### config.mk
export PLATFORM = sky130hd
export DESIGN_NAME = spq_out_stage
export DESIGN_NICKNAME = d
export VERILOG_FILES = /design/src/hdl/spq_pkg.sv /design/src/hdl/spq_out_stage.sv
export SDC_FILE = /design/constraint.sdc
export NUM_CORES = 1
export LEC_CHECK = 0
export ABC_AREA = 1
export CORE_UTILIZATION = 64
export DETAILED_ROUTE_END_ITERATION = 12
export DONT_BUFFER_PORTS = 1
export MAX_ROUTING_LAYER = met4
export PLACE_DENSITY = 0.9
export SLEW_MARGIN = 5
export SYNTH_ARGS = -nofsm -noshare
export SYNTH_HDL_FRONTEND = slang
export SYNTH_SLANG_ARGS = --single-unit
### constraint.sdc
create_clock -name clk -period 2 [get_ports clk]
set_clock_uncertainty 0.1 [all_clocks]
set_input_delay 0 -clock clk [delete_from_list [all_inputs] [get_ports clk]]
set_output_delay 0 -clock clk [all_outputs]
set_load 0.02 [all_outputs]
### src/hdl/spq_pkg.sv
// ----------------------------------------------------------------------------
// spq_pkg: shared types and constants for the sorted priority queue
// Entry layout, channel transactions, command and status codes, and the
// key ordering used by every storage cell.
// ----------------------------------------------------------------------------
package spq_pkg;

	// Sizing
	localparam int CAPACITY    = 256;
	localparam int WEIGHT_BITS = 32;
	localparam int SYMBOL_BITS = 8;
	localparam int HANDLE_BITS = 9;
	localparam int COUNT_BITS  = $clog2(CAPACITY + 1);

	// Command codes
	localparam logic CMD_ENQ = 1'b0;
	localparam logic CMD_DEQ = 1'b1;

	// Status codes
	localparam logic [1:0] ST_OK    = 2'd0;
	localparam logic [1:0] ST_EMPTY = 2'd1;
	localparam logic [1:0] ST_FULL  = 2'd2;

	// One stored entry
	typedef struct packed {
		logic [WEIGHT_BITS-1:0] weight;
		logic [SYMBOL_BITS-1:0] symbol;
		logic [HANDLE_BITS-1:0] handle;
	} entry_t;

	// Command transaction
	typedef struct packed {
		logic                   command;
		logic [WEIGHT_BITS-1:0] weight_in;
		logic [SYMBOL_BITS-1:0] symbol_in;
		logic [HANDLE_BITS-1:0] handle_in;
	} spq_cmd_t;

	// Response transaction
	typedef struct packed {
		logic [WEIGHT_BITS-1:0] weight_out;
		logic [SYMBOL_BITS-1:0] symbol_out;
		logic [HANDLE_BITS-1:0] handle_out;
		logic [1:0]             status;
		logic                   is_empty;
		logic                   holds_one;
	} spq_rsp_t;

	// Update strobes broadcast to every cell
	typedef struct packed {
		logic enq;
		logic deq;
	} cell_ctl_t;

	// Key a orders strictly before key b: weight first, symbol breaks ties
	function automatic logic key_less(input entry_t a, input entry_t b);
		logic lt;
		lt = (a.weight < b.weight) || ((a.weight == b.weight) && (a.symbol < b.symbol));
		return lt;
	endfunction

endpackage

### src/hdl/spq_out_stage.sv
// ----------------------------------------------------------------------------
// spq_out_stage: response register
// Holds one finished response until the receiver takes it and tells the
// command side when a new transaction can be taken.
// ----------------------------------------------------------------------------
module spq_out_stage
	import spq_pkg::*;
(
	input  logic     clk,
	input  logic     arst_n,
	input  logic     load,
	input  spq_rsp_t rsp_d,
	input  logic     rsp_stall,
	output logic     rsp_valid,
	output spq_rsp_t rsp,
	output logic     busy
);

	logic     valid_q;
	spq_rsp_t rsp_q;

	// Full and not drained this cycle: hold off the command side
	assign busy      = valid_q && rsp_stall;
	assign rsp_valid = valid_q;
	assign rsp       = rsp_q;

	// Valid flag
	always_ff @(posedge clk or negedge arst_n) begin
		if (!arst_n) begin
			valid_q <= 1'b0;
		end else if (load) begin
			valid_q <= 1'b1;
		end else if (!rsp_stall) begin
			valid_q <= 1'b0;
		end
	end

	// Response payload
	always_ff @(posedge clk) begin
		if (load) begin
			rsp_q <= rsp_d;
		end
	end

endmodule

==> impl_metrics.tcl, run 1 <==
set metrics [dict create \
    netlist_area_um2 1630 \
    yosysUniqueCellTypes 4 \
    port_buffers 0 \
    yosysSeqAreaShare_pct 99.1 \
    synth.ff_latch_count 54 \
    haltStage "3_5_place_dp" \
    yosysWarnings 0 \
    synth_area_leaders "edfxtp_1 98%, dfrtp_1 1.5%, inv_1 0.46%" \
    die_h_um 52.5 \
    synthCells 58 \
    hpwlAfterDp_um 2250 \
    avgSynthCellArea_um2 28.1 \
    status "did not finish" \
    row_count 17 \
    stop_error "[ERROR DPL-0033] detailed placement checks failed during check placement." \
    gp_congestion 0.631 \
    synth_top_area_cell "edfxtp_1" \
    die_w_um 52.5 \
    start_util_pct 71.0 \
    pin_count 112 \
    synth_nets 115 \
    yosys.area.top_type_share_pct 97.5 \
]
==> per-stage QoR <==
stage          instance area (um^2)  setup WS, ps  cells
3_3_place_gp                   1670          1170     86
2_1_floorplan                  1630          1200     58
==> cell usage after synthesis <==
cell      number
inv_1          2
nand2_1        2
edfxtp_1      53
dfrtp_1        1
==> cells by family after synthesis <==
group,synth area share [%]
buf+inv,0.460
flops,99.1
simple gates,0.460
==> inputs of run 2 (changes only) <==
Settings changed: CORE_UTILIZATION 64 to 40, MAX_ROUTING_LAYER met4 to default, PLACE_DENSITY 0.9 to default, PLACE_DENSITY_LB_ADDON from default to 0.15.
==> impl_metrics.tcl, run 2 <==
set metrics [dict create \
    reg2reg_to "rsp_valid" \
    setup_viol 0 \
    worst_hold_slack_ps 59.9 \
    crit_arrival_ps 1710 \
    largest_register_ffs 53 \
    die_h_um 65.9 \
    synthCells 58 \
    grt_pass1_vias 859 \
    crit_path_start_kind "input pin" \
    cts_made_buffers 5 \
    synth_nets 115 \
    crit_start "load" \
    coreArea_um2 3800 \
    yosysWarnings 0 \
    critPathCaptureType "flop" \
    netlist_area_um2 1630 \
    cp_common_cell "dlygate4sd3_1" \
    synth_area_leaders "edfxtp_1 98%, dfrtp_1 1.5%, inv_1 0.46%" \
    port_buffers 0 \
    drt_iter0_drc 67 \
    start_util_pct 43.0 \
    yosysMostFrequentCell "edfxtp_1" \
    r2r_cells 3 \
    gr-total-overflow 0 \
    required_ps 2080 \
    path_cells "dlymetal6s4s_1, clkbuf_16, inv_1, dlygate4sd3_1, nand2_1, dlygate4sd3_1" \
    grt_pass1_wl_um 4310 \
    cpMaxStageDelayCell "dlygate4sd3_1" \
    max_stage_delay_ps 540 \
    cts.sinks 54 \
    layout_commonest_cell "dlygate4sd3_1" \
    antenna_found_initial 0 \
    synth_top_area_cell "edfxtp_1" \
    hold_violations 0 \
    synthFlopType "edfxtp_1" \
    die_w_um 65.9 \
    nets 183 \
    yosysSeqAreaShare_pct 99.1 \
    fin_setup_tns_ps 0 \
    async_reset_ff_share_pct 1.85 \
    max_cap_viol_count 0 \
    via_count 807 \
    vdd_drop_max_v 0.000463 \
    drcViolationCount 0 \
    status "complete, no violations" \
    dpl-instance-area_um2 1690 \
    fill_cells 285 \
    crit_buf_inv 5 \
    yosysUniqueCellTypes 4 \
    grt_max_degree 55 \
    gp_congestion 0.562 \
    max-slew-margin-rel_pct 81.6 \
    synth_common_cells "53 x edfxtp_1, 2 x inv_1, 2 x nand2_1" \
    hp-start "rsp_stall" \
    crit_family "buffers and inverters" \
    cp.depth 6 \
    cts_setup_buffers 0 \
    report.final.slew_viol_count 0 \
    final_area_um2 2400 \
    period_needed_ps 1620 \
    synth_edf_count 53 \
    syn2layout_area_growth_pct 47.0 \
    grtUsageTotal_pct 14.7 \
    layout-drive-gt1-share_pct 6.35 \
    fmax_mhz 616 \
    timing.rr.start "rsp_valid" \
    pin_count 112 \
    clk_latency_ps 290 \
    clockBufferDepth 2 \
    r2r_setup_slack_ps 610 \
    avgSynthCellArea_um2 28.1 \
    htreeDepth 2 \
    power_density_nw_per_um2 903 \
    ant_nets 0 \
    drt-vias-per-instance 4.64 \
    cts_tree "yes" \
    tightest_slew_ps 276 \
    wl_per_cell_um 17.6 \
    leakage_nw 0.860 \
    row_count 22 \
    hold_class "in2out" \
    routed_wl_um 3060 \
    crit_end "rsp_valid" \
    synth.ff_latch_count 54 \
    most-common-layout-cells "57 x dlygate4sd3_1, 53 x edfxtp_1, 5 x clkbuf_8" \
    power_mw 2.16 \
    period_share_pct 81.2 \
    clkTransAtPathRegs_ps 80 \
    critical_path_peak_fanout 14 \
    antenna_cells 0 \
    rsz0062_at_grt "no" \
    yosys.area.top_type_share_pct 97.5 \
    cts-root-buf "clkbuf_8" \
    drt-pass1-iter-count 2 \
    dieArea_um2 4340 \
    crit_type "in2reg" \
]
-- run 2: cell counts after synthesis --
Identical to the previous run, type by type.
-- run 2: report_power, final --
group / internal, mW / total, mW / switching [mW]
clock: 0.241 / 0.545 / 0.304
sequential: 1.35 / 1.49 / 0.145
combinational: 0.0849 / 0.127 / 0.0421
total: 1.67 / 2.16 / 0.491
-- run 2: kinds of logic after synthesis --
group / Yosys count / share of synthesized area [%]
DFF: 54 / 99.1
and+or+nand+nor: 2 / 0.460
buffers and inverters: 2 / 0.460
-- run 2: how the worst min path moves through the flow --
stage | cells past startpoint | endpoint
after floorplan | 0 | rsp_valid
after global placement | 0 | rsp_valid
after detailed placement | 0 | rsp_valid
after CTS | 2 | busy
after global routing | 2 | busy
final | 2 | busy
-- run 2: per-layer routing --
metal  track usage, %  wire [um]
met1             15.8       1100
met2             24.2       1600
met3             5.17        297
met4             9.78         65
met5                0          0
-- run 2: metrics by stage --
stage,util (%),cells,setup slack [ps]
after CTS,62.5,172,15.3
final,63.1,174,376
after global placement,44.5,106,1180
after global routing,63.1,174,314
after detailed placement,44.5,106,1170
after floorplan,-,58,1200
-- run 2: cell type report --
class	instances	area, um^2	area share, %
inverters	2	7.51	0.313
clock buffers	7	76.3	3.18
repair buffers	61	631	26.3
multi-input cells	2	7.51	0.313
flip-flops and latches	54	1620	67.4
well taps	48	60.1	2.50
-- run 2: what timing repair did --
item	in CTS	in global routing
gates resized for setup	0	2
setup endpoints to repair	0	1
hold endpoints to repair	108	0
hold buffers	59	0
(Power assumes the default switching activity.)
