### src/hdl/spq_pkg.sv
// ----------------------------------------------------------------------------
// spq_pkg: shared types and constants for the sorted priority queue
// Entry layout, channel transactions, command and status codes, and the
// key ordering used by every storage cell.
// ----------------------------------------------------------------------------
package spq_pkg;

	// Sizing
	localparam int CAPACITY    = 256;
	localparam int WEIGHT_BITS = 32;
	localparam int SYMBOL_BITS = 8;
	localparam int HANDLE_BITS = 9;
	localparam int COUNT_BITS  = $clog2(CAPACITY + 1);

	// Command codes
	localparam logic CMD_ENQ = 1'b0;
	localparam logic CMD_DEQ = 1'b1;

	// Status codes
	localparam logic [1:0] ST_OK    = 2'd0;
	localparam logic [1:0] ST_EMPTY = 2'd1;
	localparam logic [1:0] ST_FULL  = 2'd2;

	// One stored entry
	typedef struct packed {
		logic [WEIGHT_BITS-1:0] weight;
		logic [SYMBOL_BITS-1:0] symbol;
		logic [HANDLE_BITS-1:0] handle;
	} entry_t;

	// Command transaction
	typedef struct packed {
		logic                   command;
		logic [WEIGHT_BITS-1:0] weight_in;
		logic [SYMBOL_BITS-1:0] symbol_in;
		logic [HANDLE_BITS-1:0] handle_in;
	} spq_cmd_t;

	// Response transaction
	typedef struct packed {
		logic [WEIGHT_BITS-1:0] weight_out;
		logic [SYMBOL_BITS-1:0] symbol_out;
		logic [HANDLE_BITS-1:0] handle_out;
		logic [1:0]             status;
		logic                   is_empty;
		logic                   holds_one;
	} spq_rsp_t;

	// Update strobes broadcast to every cell
	typedef struct packed {
		logic enq;
		logic deq;
	} cell_ctl_t;

	// Key a orders strictly before key b: weight first, symbol breaks ties
	function automatic logic key_less(input entry_t a, input entry_t b);
		logic lt;
		lt = (a.weight < b.weight) || ((a.weight == b.weight) && (a.symbol < b.symbol));
		return lt;
	endfunction

endpackage

### src/hdl/spq_cell.sv
// ----------------------------------------------------------------------------
// spq_cell: one slot of the sorted queue
// Holds one entry, compares it with the incoming key, and on each update
// keeps its entry, takes the new one, or takes a neighbor's entry.
// ----------------------------------------------------------------------------
module spq_cell
	import spq_pkg::*;
(
	input  logic      clk,
	input  cell_ctl_t ctl,
	input  entry_t    new_entry,
	input  entry_t    left_entry,
	input  entry_t    right_entry,
	input  logic      occupied,
	input  logic      left_ahead,
	output logic      ahead,
	output entry_t    entry
);

	entry_t entry_q;

	// New entry goes ahead of this slot when the slot is free or holds a larger key.
	// Equal keys stay ahead of the new entry.
	assign ahead = !occupied || key_less(new_entry, entry_q);
	assign entry = entry_q;

	// Insert: first slot with ahead set takes the new entry, later ones shift right.
	// Remove: every slot takes its right neighbor.
	always_ff @(posedge clk) begin
		if (ctl.enq) begin
			if (ahead && !left_ahead) begin
				entry_q <= new_entry;
			end else if (ahead) begin
				entry_q <= left_entry;
			end
		end else if (ctl.deq) begin
			entry_q <= right_entry;
		end
	end

endmodule

### config.mk
export PLATFORM = sky130hd
export DESIGN_NAME = spq_cell
export DESIGN_NICKNAME = d
export VERILOG_FILES = /design/src/hdl/spq_pkg.sv /design/src/hdl/spq_cell.sv
export SDC_FILE = /design/constraint.sdc
export NUM_CORES = 1
export LEC_CHECK = 0
export BUFFER_PORTS_ARGS = -buffer_cell sky130_fd_sc_hd__buf_2
export CORE_MARGIN = 2
export CORE_UTILIZATION = 45
export DETAILED_ROUTE_END_ITERATION = 10
export PLACE_DENSITY = 0.9
export SYNTH_ARGS = -nofsm -noshare
export SYNTH_HDL_FRONTEND = slang
export SYNTH_SLANG_ARGS = --single-unit
### constraint.sdc
create_clock -name clk -period 3.6 [get_ports clk]
set_input_delay 0.36 -clock clk [delete_from_list [all_inputs] [get_ports clk]]
set_output_delay 0.36 -clock clk [all_outputs]
set_load 0.02 [all_outputs]
# After elaboration in Yosys (flattened, before gate mapping)
# Index checks and enable logic that the tools add are counted.
totals:
  ramBits: 0
  latch_bits: 0
  mem_count: 0
  wordCells: 19
  inputBits: 152
  out_inout_bits: 50
  register_bits: 49
  rom_bits: 0
classes:
  n_mux: 4
  n_shift: 0
  n_mul: 0
  eq_ne: 2
  n_addsub: 0
  reduce_logical: 8
  bitwise: 0
  order_cmp: 2
  div_mod_pow: 0
ops:
  columns: ["op", "count"]
  rows:
  - ["two-way mux 49 bit", 4]
  - ["== test 32 bit", 1]
  - ["less-than comparator 32 bit", 1]
  - ["less-than comparator 8 bit", 1]
  - ["!= test 3 x 1 -> 1 bit, second input constant", 1]
  - ["logical AND 1 bit", 2]
  - ["zero test 1 bit", 2]
  - ["logical OR 1 bit", 2]
  - ["AND reduction 2 bit", 1]
  - ["nonzero test 2 bit", 1]

# Longest topological paths before layout
# Gate-level depths: netlist of run 1.
logic_depth:
  word_depth: 7
  mapped_depth: 11

# Least setup slack after synthesis of run 1
# OpenSTA, ideal clock, no wires.
synth_path:
  path_type: "reg2reg"
  start: "register entry_q, in the netlist entry[47]"
  end: "register entry_q, in the netlist entry[0] (enable)"
  path_slack_ps: -68
  arrival_ps: 3283
  path_buffers: 0
  path_stages_with_launch: 9
  path_cell_list: "edfxtp_1 -> inv_1 -> ha_1 -> nand4_1 -> or3_1 -> or4_1 -> o31a_1 -> o31ai_1 -> mux2_2"
synth_between:
  elab_chain_len: 7
synth_rtl:
  columns: ["element", "line", "text"]
  rows:
  - ["from (decl)", "spq_cell.sv:20", "entry_t entry_q;"]
  - ["from (signal assigned)", "spq_cell.sv:32", "entry_q <= new_entry;"]
  - ["from (signal assigned)", "spq_cell.sv:34", "entry_q <= left_entry;"]
  - ["from (signal assigned)", "spq_cell.sv:37", "entry_q <= right_entry;"]
  - ["parallel branches: the longest is 2 deep, another holds less-than comparator 32 bit", null, null]
  - ["logical OR 1 bit (*)", "spq_pkg.sv:58", "lt = (a.weight < b.weight) || ((a.weight == b.weight) && (a.symbol < b.symbol));"]
  - ["logical OR 1 bit (*)", "spq_cell.sv:24", "assign ahead = !occupied || key_less(new_entry, entry_q);"]
  - ["net ahead", "spq_cell.sv:16", "output logic ahead,"]
  - ["logical AND 1 bit", "spq_cell.sv:31", "if (ahead && !left_ahead) begin"]
  - ["!= test 3 x 1 -> 1 bit (no source line) (*)", null, null]
  - ["AND reduction 2 bit (no source line) (*)", null, null]
# Mark *: on every way through the listed nets, which the timed path passes.
# A chain may end at the register's enable or synchronous reset.

# Final worst setup path of run 1
layout_path:
  start: "register entry_q, in the netlist entry[47]"
  end: "register entry_q, in the netlist entry[46] (enable)"
layout_between:
  elab_chain_len: 7
layout_rtl:
  columns: ["element", "line"]
  rows:
  - ["parallel branches: the longest is 2 deep, another holds less-than comparator 32 bit", null]
  - ["logical OR 1 bit (*)", "spq_pkg.sv:58"]
  - ["logical OR 1 bit (*)", "spq_cell.sv:24"]
  - ["logical AND 1 bit", "spq_cell.sv:31"]
  - ["!= test 3 x 1 -> 1 bit (no source line) (*)", null]
  - ["AND reduction 2 bit (no source line) (*)", null]
# Mark *: on every way between the ends.

==> summary.md, run 1 <==
| Metric | Value |
|---|---|
| Worst skew pair latency | `about 0.3 ns` |
| Core Area | `7650 um^2` |
| Number of inserted diodes | `0` |
| Clk network pwr share | `a little under a fifth` |
| Clock root buffer | `clkbuf_8` |
| Min Tclk post-route | `between 3 and 4 ns` |
| Slowest-stage cell, CP | `mux2_4` |
| Vias | `between 3000 and 4000` |
| Post-cts sizing count | `0` |
| Psw | `approximately 0.00058 W` |
| Hold/Removal Path Class | `in2reg` |
| First-pass GRT wire length | `around 15 mm` |
| Initial antenna violation count | `0` |
| Fill count | `about 640` |
| Syn avg cell area | `slightly below 10 um^2` |
| Row cnt | `32` |
| NumNets Final | `746` |
| Sequential fraction of design power | `44.4%` |
| Postcts setup bufs | `0` |
| Endpoints failing hold | `0` |
| Hold_ws | `0.373 ns` |
| Gate power share | `a little under two fifths` |
| Reg2reg start | `entry[47]$_DFFE_PP_` |
| Slew headroom | `between 30% and 40%` |
| Hold Path Sink | `entry[11]$_DFFE_PP_` |
| Crit path cell chain | `inv_1 > ha_1 > nand4_1 > or3_1 > or4_1 > o31a_1 > o31ai_1 > mux2_4` |
| Clk slew on worst S/H paths | `roughly 0.090 ns` |
| Hold Buf Count CTS | `0` |
| PwrDens | `361 nW/um^2` |
| Min-delay src | `right_entry[11]` |
| Run status | `finished clean` |
| Leading cell type in the layout, fill and taps excluded | `buf_2` |
| GRT Util Overall | `a little over a fifth` |
| Setup Crit Path Kind | `reg2reg` |
| Max incr delay on CP | `between 0.6 and 0.7 ns` |
| Number of DRC markers in iteration 0 | `between 100 and 150` |
| RSZ-0062 raised after global routing | `no` |
| Port Buffers | `201` |
| Slew @ Worst Pin | `about 0.93 ns` |
| Mapped Area | `3510 um^2` |
| Most frequent cells in the layout | `201 x buf_2, 64 x a21oi_1, 53 x nor2_1` |
| WL per Instance | `between 10 and 15 um` |
| Die W | `approximately 92 um` |
| Setup TNS | `0 ns` |
| Fmax | `just under 300 MHz` |
| Drc violations | `0` |
| Crit path max fanout | `between 40 and 50` |
| I/O pin cnt | `about 200` |
| Largest net degree at the start of global routing | `99` |
| ANT nets after route | `0` |
| Number of global-route vias before repair | `around 3300` |
| Flop-to-flop setup slack | `0.23 ns` |
| Die ar. | `8520 um^2` |
| Total power | `around 0.0017 W` |
| Synth Instances | `358` |
| DR vias/cell | `5.12` |
| CTS tree | `done` |
| Final count of negative-setup-slack endpoints | `0` |
| WP data arrival | `about 3.3 ns` |
| Max reg flops | `between 40 and 50` |
| YS warnings | `0` |
| Crit path required time | `between 3 and 4 ns` |
| Yosys cell types | `27` |
| Syn nets | `around 550` |
| Depth of the worst hold-timing path | `3` |
| P_leak | `around 2.5 nW` |
| #FFs+latches synth | `49` |
| Crit. End Element | `flip-flop` |
| Layout cell share with drive strength beyond 1 | `approximately two fifths` |
| Skew final | `between 0.01 and 0.015 ns` |
| Peak VDD IR | `around 180 uV` |
| Dpl hpwl | `7.59 mm` |
| Cell-internal power | `0.00112 W` |
| H-tree depth | `2` |
| Routed WL | `around 9.5 mm` |
| Reg2Reg Capture Point | `entry[46]$_DFFE_PP_` |
| DIE HEIGHT | `between 90 and 100 um` |
| Sw Share | `between 30 and 40%` |
| Setup crit start kind | `flip-flop` |
| R2r worst-path depth | `8` |
| Clock sink count | `between 40 and 50` |
| Largest buffer count on any clock path | `2` |
| Crit share post-route | `between 90 and 100%` |
| Sequential area share after synthesis | `about two fifths` |
| First drt pass iteration count | `4` |
| Gp weighted congestion | `between 0.8 and 0.9` |
| Area Overhead vs Synth | `34.1%` |
| Slew Viols, Final | `0` |
| Total grt overflow | `0` |
| Maximum Capacitance Violations | `0` |
| Clock buffer count from CTS | `5` |
| Initial Utilization | `a little under half` |
==> through the flow <==
stage | cell area, um^2 | setup slack, ns | std cells | utilization [%]
CTS | 4700 | 0.180 | 658 | 61.5
global route | 4700 | 0.0134 | 658 | 61.5
detailed placement | 4620 | 0.0859 | 650 | 60.4
floorplan | 3510 | 0.205 | 358 | -
global placement | 4620 | 0.193 | 650 | 60.4
finish | 4700 | 0.232 | 658 | 61.5
==> worst max-delay path: cells and delay by family (launching register included) <==
| kind | cells | cell delay, ns |
|---|---|---|
| AND/OR/NAND/NOR | 3 | 1.16 |
| multiplexers | 1 | 0.66 |
| AO/OA/AOI/OAI | 2 | 0.48 |
| flip-flops | 1 | 0.35 |
| adder cells (fa/ha/maj) | 1 | 0.31 |
| buffers and inverters | 1 | 0.05 |
==> power groups by stage <==
stage / clock [W] / sequential (W) / combinational (W)
finish: 0.000314 / 0.000754 / 0.000631
global route: 0.000344 / 0.000763 / 0.000697
floorplan: 0 / 0.000853 / 0.000307
detailed placement: 0 / 0.000767 / 0.000635
global placement: 0 / 0.000763 / 0.000608
CTS: 0.000323 / 0.000755 / 0.000636
==> cells by family (layout without fill, tap and decap cells) <==
| kind of cell | count (synthesis) | in the layout | share of synthesized area [%] |
|---|---|---|---|
| buffers and inverters | 59 | 257 | 7.06 |
| and+or+nand+nor | 79 | 79 | 9.49 |
| AOI/OAI and AO/OA | 82 | 82 | 13.3 |
| adders and majority gates | 39 | 39 | 13.9 |
| DFF | 49 | 49 | 41.9 |
| muxes | 50 | 50 | 14.3 |
==> worst max-delay path by stage <==
stage,start,endpoint,slack [ns],depth (start not counted)
2_1_floorplan,entry[47]$_DFFE_PP_,entry[0]$_DFFE_PP_,0.21,8
3_3_place_gp,new_entry[47],entry[46]$_DFFE_PP_,0.19,8
3_5_place_dp,new_entry[47],entry[2]$_DFFE_PP_,0.09,8
4_1_cts,entry[47]$_DFFE_PP_,entry[26]$_DFFE_PP_,0.18,8
5_1_grt,entry[48]$_DFFE_PP_,entry[26]$_DFFE_PP_,0.01,8
6_report,entry[47]$_DFFE_PP_,entry[46]$_DFFE_PP_,0.23,8
==> cells in the mapped netlist <==
cell type	instances	area, um^2
nand4_1	7	43.8
nand3_1	3	15.0
o211ai_1	2	15.0
a21o_1	2	15.0
o31ai_1	1	7.51
inv_1	43	161
mux2_2	1	11.3
o31a_1	1	8.76
buf_6	2	22.5
nor3b_1	1	7.51
buf_4	3	22.5
or4_1	1	7.51
mux2i_1	49	490
nor3_1	2	10.0
o32ai_4	1	27.5
a221oi_1	2	17.5
nor2b_1	1	6.26
ha_1	39	488
clkbuf_1	11	41.3
or3_1	1	6.26
edfxtp_1	49	1470
a2111o_1	1	11.3
o21ai_0	7	35.0
nand2_1	10	37.5
a22o_1	1	8.76
nor2_1	53	199
a21oi_1	64	320
==> routing by layer <==
metal	part of all wire, %	global-route usage [%]	up-vias	routed length, um
met5	0	0	-	0
met4	1.9	6.09	0	181
met3	6.0	4.48	18	569
met2	53	41.0	135	5030
met1	39	24.5	1539	3730
li1	-	-	1677	-
==> area by class of cell <==
class / count / area (um^2) / share of cell area (%)
multi-input cells: 250 / 1790 / 38.1
clock buffers: 5 / 68.8 / 1.46
inverters: 43 / 161 / 3.43
clock inverters: 3 / 12.5 / 0.266
flip-flops and latches: 49 / 1470 / 31.3
repair buffers: 206 / 1070 / 22.7
well taps: 102 / 128 / 2.71
Power figures use the tool's default switching activity.
==> inputs of run 2 (changes only) <==
Clock period 3.6 ns to 3.3 ns, I/O delays scaled along.
==> summary.md, run 2 (synthesized netlist as in run 1, its figures left out) <==
| Metric | Value |
|---|---|
| Run status | `finished clean` |
| Most frequent cells in the layout | `201 x buf_2, 63 x a21oi_1, 53 x nor2_1` |
| CP top delay family | `simple AND/OR/NAND/NOR gates` |
| Max incr delay on CP | `0.43 ns (-0.23 ns)` |
| Final cell count without fillers | `669 (+1.7%)` |
| Crit path required time | `2.97 ns (-0.57 ns)` |
| Finished Cell Area | `4900 um^2 (+4.2%)` |
| First-pass GRT wire length | `15.0 mm (+1.5%)` |
| Area post-placement | `4660 um^2 (+0.92%)` |
| Setup ws final | `0.214 ns (-0.0176 ns)` |
| Skew final | `0.00485 ns (-0.00549 ns)` |
| Slew Viols, Final | `0 (unchanged)` |
| Inst Count DP | `655 (+0.77%)` |
| Clock buffer count from CTS | `5 (unchanged)` |
| Area Overhead vs Synth | `39.6%` |
| WL per Instance | `14.8 um (+2.4%)` |
| Total grt overflow | `0 (unchanged)` |
| Slew @ Worst Pin | `0.953 ns (+0.0205 ns)` |
| First drt pass iteration count | `4 (unchanged)` |
| WP data arrival | `2.76 ns (-0.55 ns)` |
| Drc violations | `0 (unchanged)` |
| Fmax | `between 300 and 400 MHz` |
| Worst path bufs/invs | `5 (+4)` |
| Largest buffer count on any clock path | `2 (unchanged)` |
| Post-Place Setup Slack | `-0.120 ns (-0.206 ns)` |
| Layout cell share with drive strength beyond 1 | `41.1% (+2.6 points)` |
| DR vias/cell | `5.06 (-1.2%)` |
| I/O pin cnt | `202 (unchanged)` |
| Max reg flops | `49 (unchanged)` |
| DIE HEIGHT | `92.3 um (unchanged)` |
| Routed WL | `9.90 mm (+4.1%)` |
| Leading cell type in the layout, fill and taps excluded | `buf_2` |
| Dpl hpwl | `7.58 mm (-0.11%)` |
| Slowest-stage cell, CP | `or4_4` |
| Endpoints failing hold | `0 (unchanged)` |
| Crit share post-route | `just over 90%` |
| Setup crit start kind | `flip-flop` |
| Die ar. | `8520 um^2 (unchanged)` |
| Worst skew pair latency | `0.29 ns (about the same)` |
| Port Buffers | `201 (unchanged)` |
| Min Tclk post-route | `a little over 3 ns` |
| Gp weighted congestion | `0.867 (+7.1%)` |
| RSZ-0062 raised after global routing | `no` |
| Crit path max fanout | `2 (-96%)` |
| Maximum Capacitance Violations | `0 (unchanged)` |
| Crit. End Element | `primary output` |
| Crit path cell chain | `inv_1 > ha_1 > nand4_1 > or3_4 > or4_4 > buf_4 > nor3_2 > buf_4 > o31ai_2 > buf_4 > buf_2` |
| Initial antenna violation count | `0 (unchanged)` |
| Vias | `3384 (+0.45%)` |
| Number of inserted diodes | `0 (unchanged)` |
| Critical Path Most Common Cell | `buf_4` |
| H-tree depth | `2 (unchanged)` |
| Final count of negative-setup-slack endpoints | `0 (unchanged)` |
| Clock root buffer | `clkbuf_8` |
| Largest net degree at the start of global routing | `99 (unchanged)` |
| Clock sink count | `49 (unchanged)` |
| Setup Crit Path Kind | `reg2out` |
| Die W | `92.3 um (unchanged)` |
| Hold/Removal Path Class | `in2reg` |
| Core Area | `7650 um^2 (unchanged)` |
| CTS tree | `done` |
| GRT Util Overall | `22.0% (+0.33 points)` |
| Setup TNS | `0 ns (unchanged)` |
| Peak VDD IR | `242 uV (+36%)` |
| Clk slew on worst S/H paths | `0.08 ns (about the same)` |
| PwrDens | `388 nW/um^2 (+7.3%)` |
| ANT nets after route | `0 (unchanged)` |
| Initial Utilization | `45.9% (unchanged)` |
| Number of DRC markers in iteration 0 | `96 (-24%)` |
| Hold Buf Count CTS | `0 (unchanged)` |
| NumNets Final | `758 (+1.6%)` |
| Total power | `0.00190 W (+12%)` |
| P_leak | `2.55 nW (+3.2%)` |
| Slew headroom | `36.5% (-1.4 points)` |
| Number of global-route vias before repair | `3327 (+0.12%)` |
| Row cnt | `32 (unchanged)` |
[run 2: cell types whose count changed in the layout (fill, tap and decap cells not counted), moves of 2 or more]
cell       previous run  this run
ha_1                 39        37
ha_4                  0         2
clkbuf_16             0         2
buf_4                 3        12
[run 2: area by class of cell]
type	count	area, um^2
clock inverter	1	3.75
clock buffer	6	72.6
timing repair buffer	218	1200
fill	648	2750
multi-input combinational	250	1860
sequential	49	1470
tap	102	128
inverter	43	161
[run 2: final timing paths]
| path | startpoint | end | slack (ns) | depth (start not counted) |
|---|---|---|---|---|
| worst min register to register | entry[48]$_DFFE_PP_ | entry[5]$_DFFE_PP_ | 1.48 | 8 |
| worst max register to register | entry[48]$_DFFE_PP_ | entry[0]$_DFFE_PP_ | 0.23 | 13 |
| worst max-delay path | entry[48]$_DFFE_PP_ | ahead | 0.21 | 11 |
| worst min-delay path | right_entry[26] | entry[26]$_DFFE_PP_ | 0.35 | 3 |
[run 2: power breakdown]
group	switching [W]	total [W]	internal, W
combinational	0.000414	0.000745	0.000331
clock	0.000187	0.000331	0.000143
sequential	0.0000364	0.000824	0.000787
total	0.000637	0.00190	0.00126
[run 2: worst min-delay path, delay by kind of cell]
| family | cells | cell delay, ns |
|---|---|---|
| AOI/OAI and AO/OA | 1 | 0.09 |
| buffers and inverters | 1 | 0.07 |
| and+or+nand+nor | 1 | 0.03 |
[run 2: through the flow]
stage	util (%)	hold slack (ns)
final	64.1	0.352
after global routing	64.1	0.357
after CTS	62.3	0.342
after detailed placement	61.0	0.653
after global placement	61.0	0.645
after floorplan	-	0.556
[run 2: layer usage]
metal	share of wire (%)	up-vias	global-route usage, %
met3	6.0	13	4.56
met2	53	132	41.5
li1	-	1700	-
met1	39	1539	25.3
met4	1.4	0	5.35
met5	0	-	0
[run 2: repair_timing]
action                     in CTS  in global routing
setup buffers                   0                  4
pin swaps                       0                  5
gates resized for setup         4                  5
setup endpoints to repair      66                 92
cloned                          0                  3
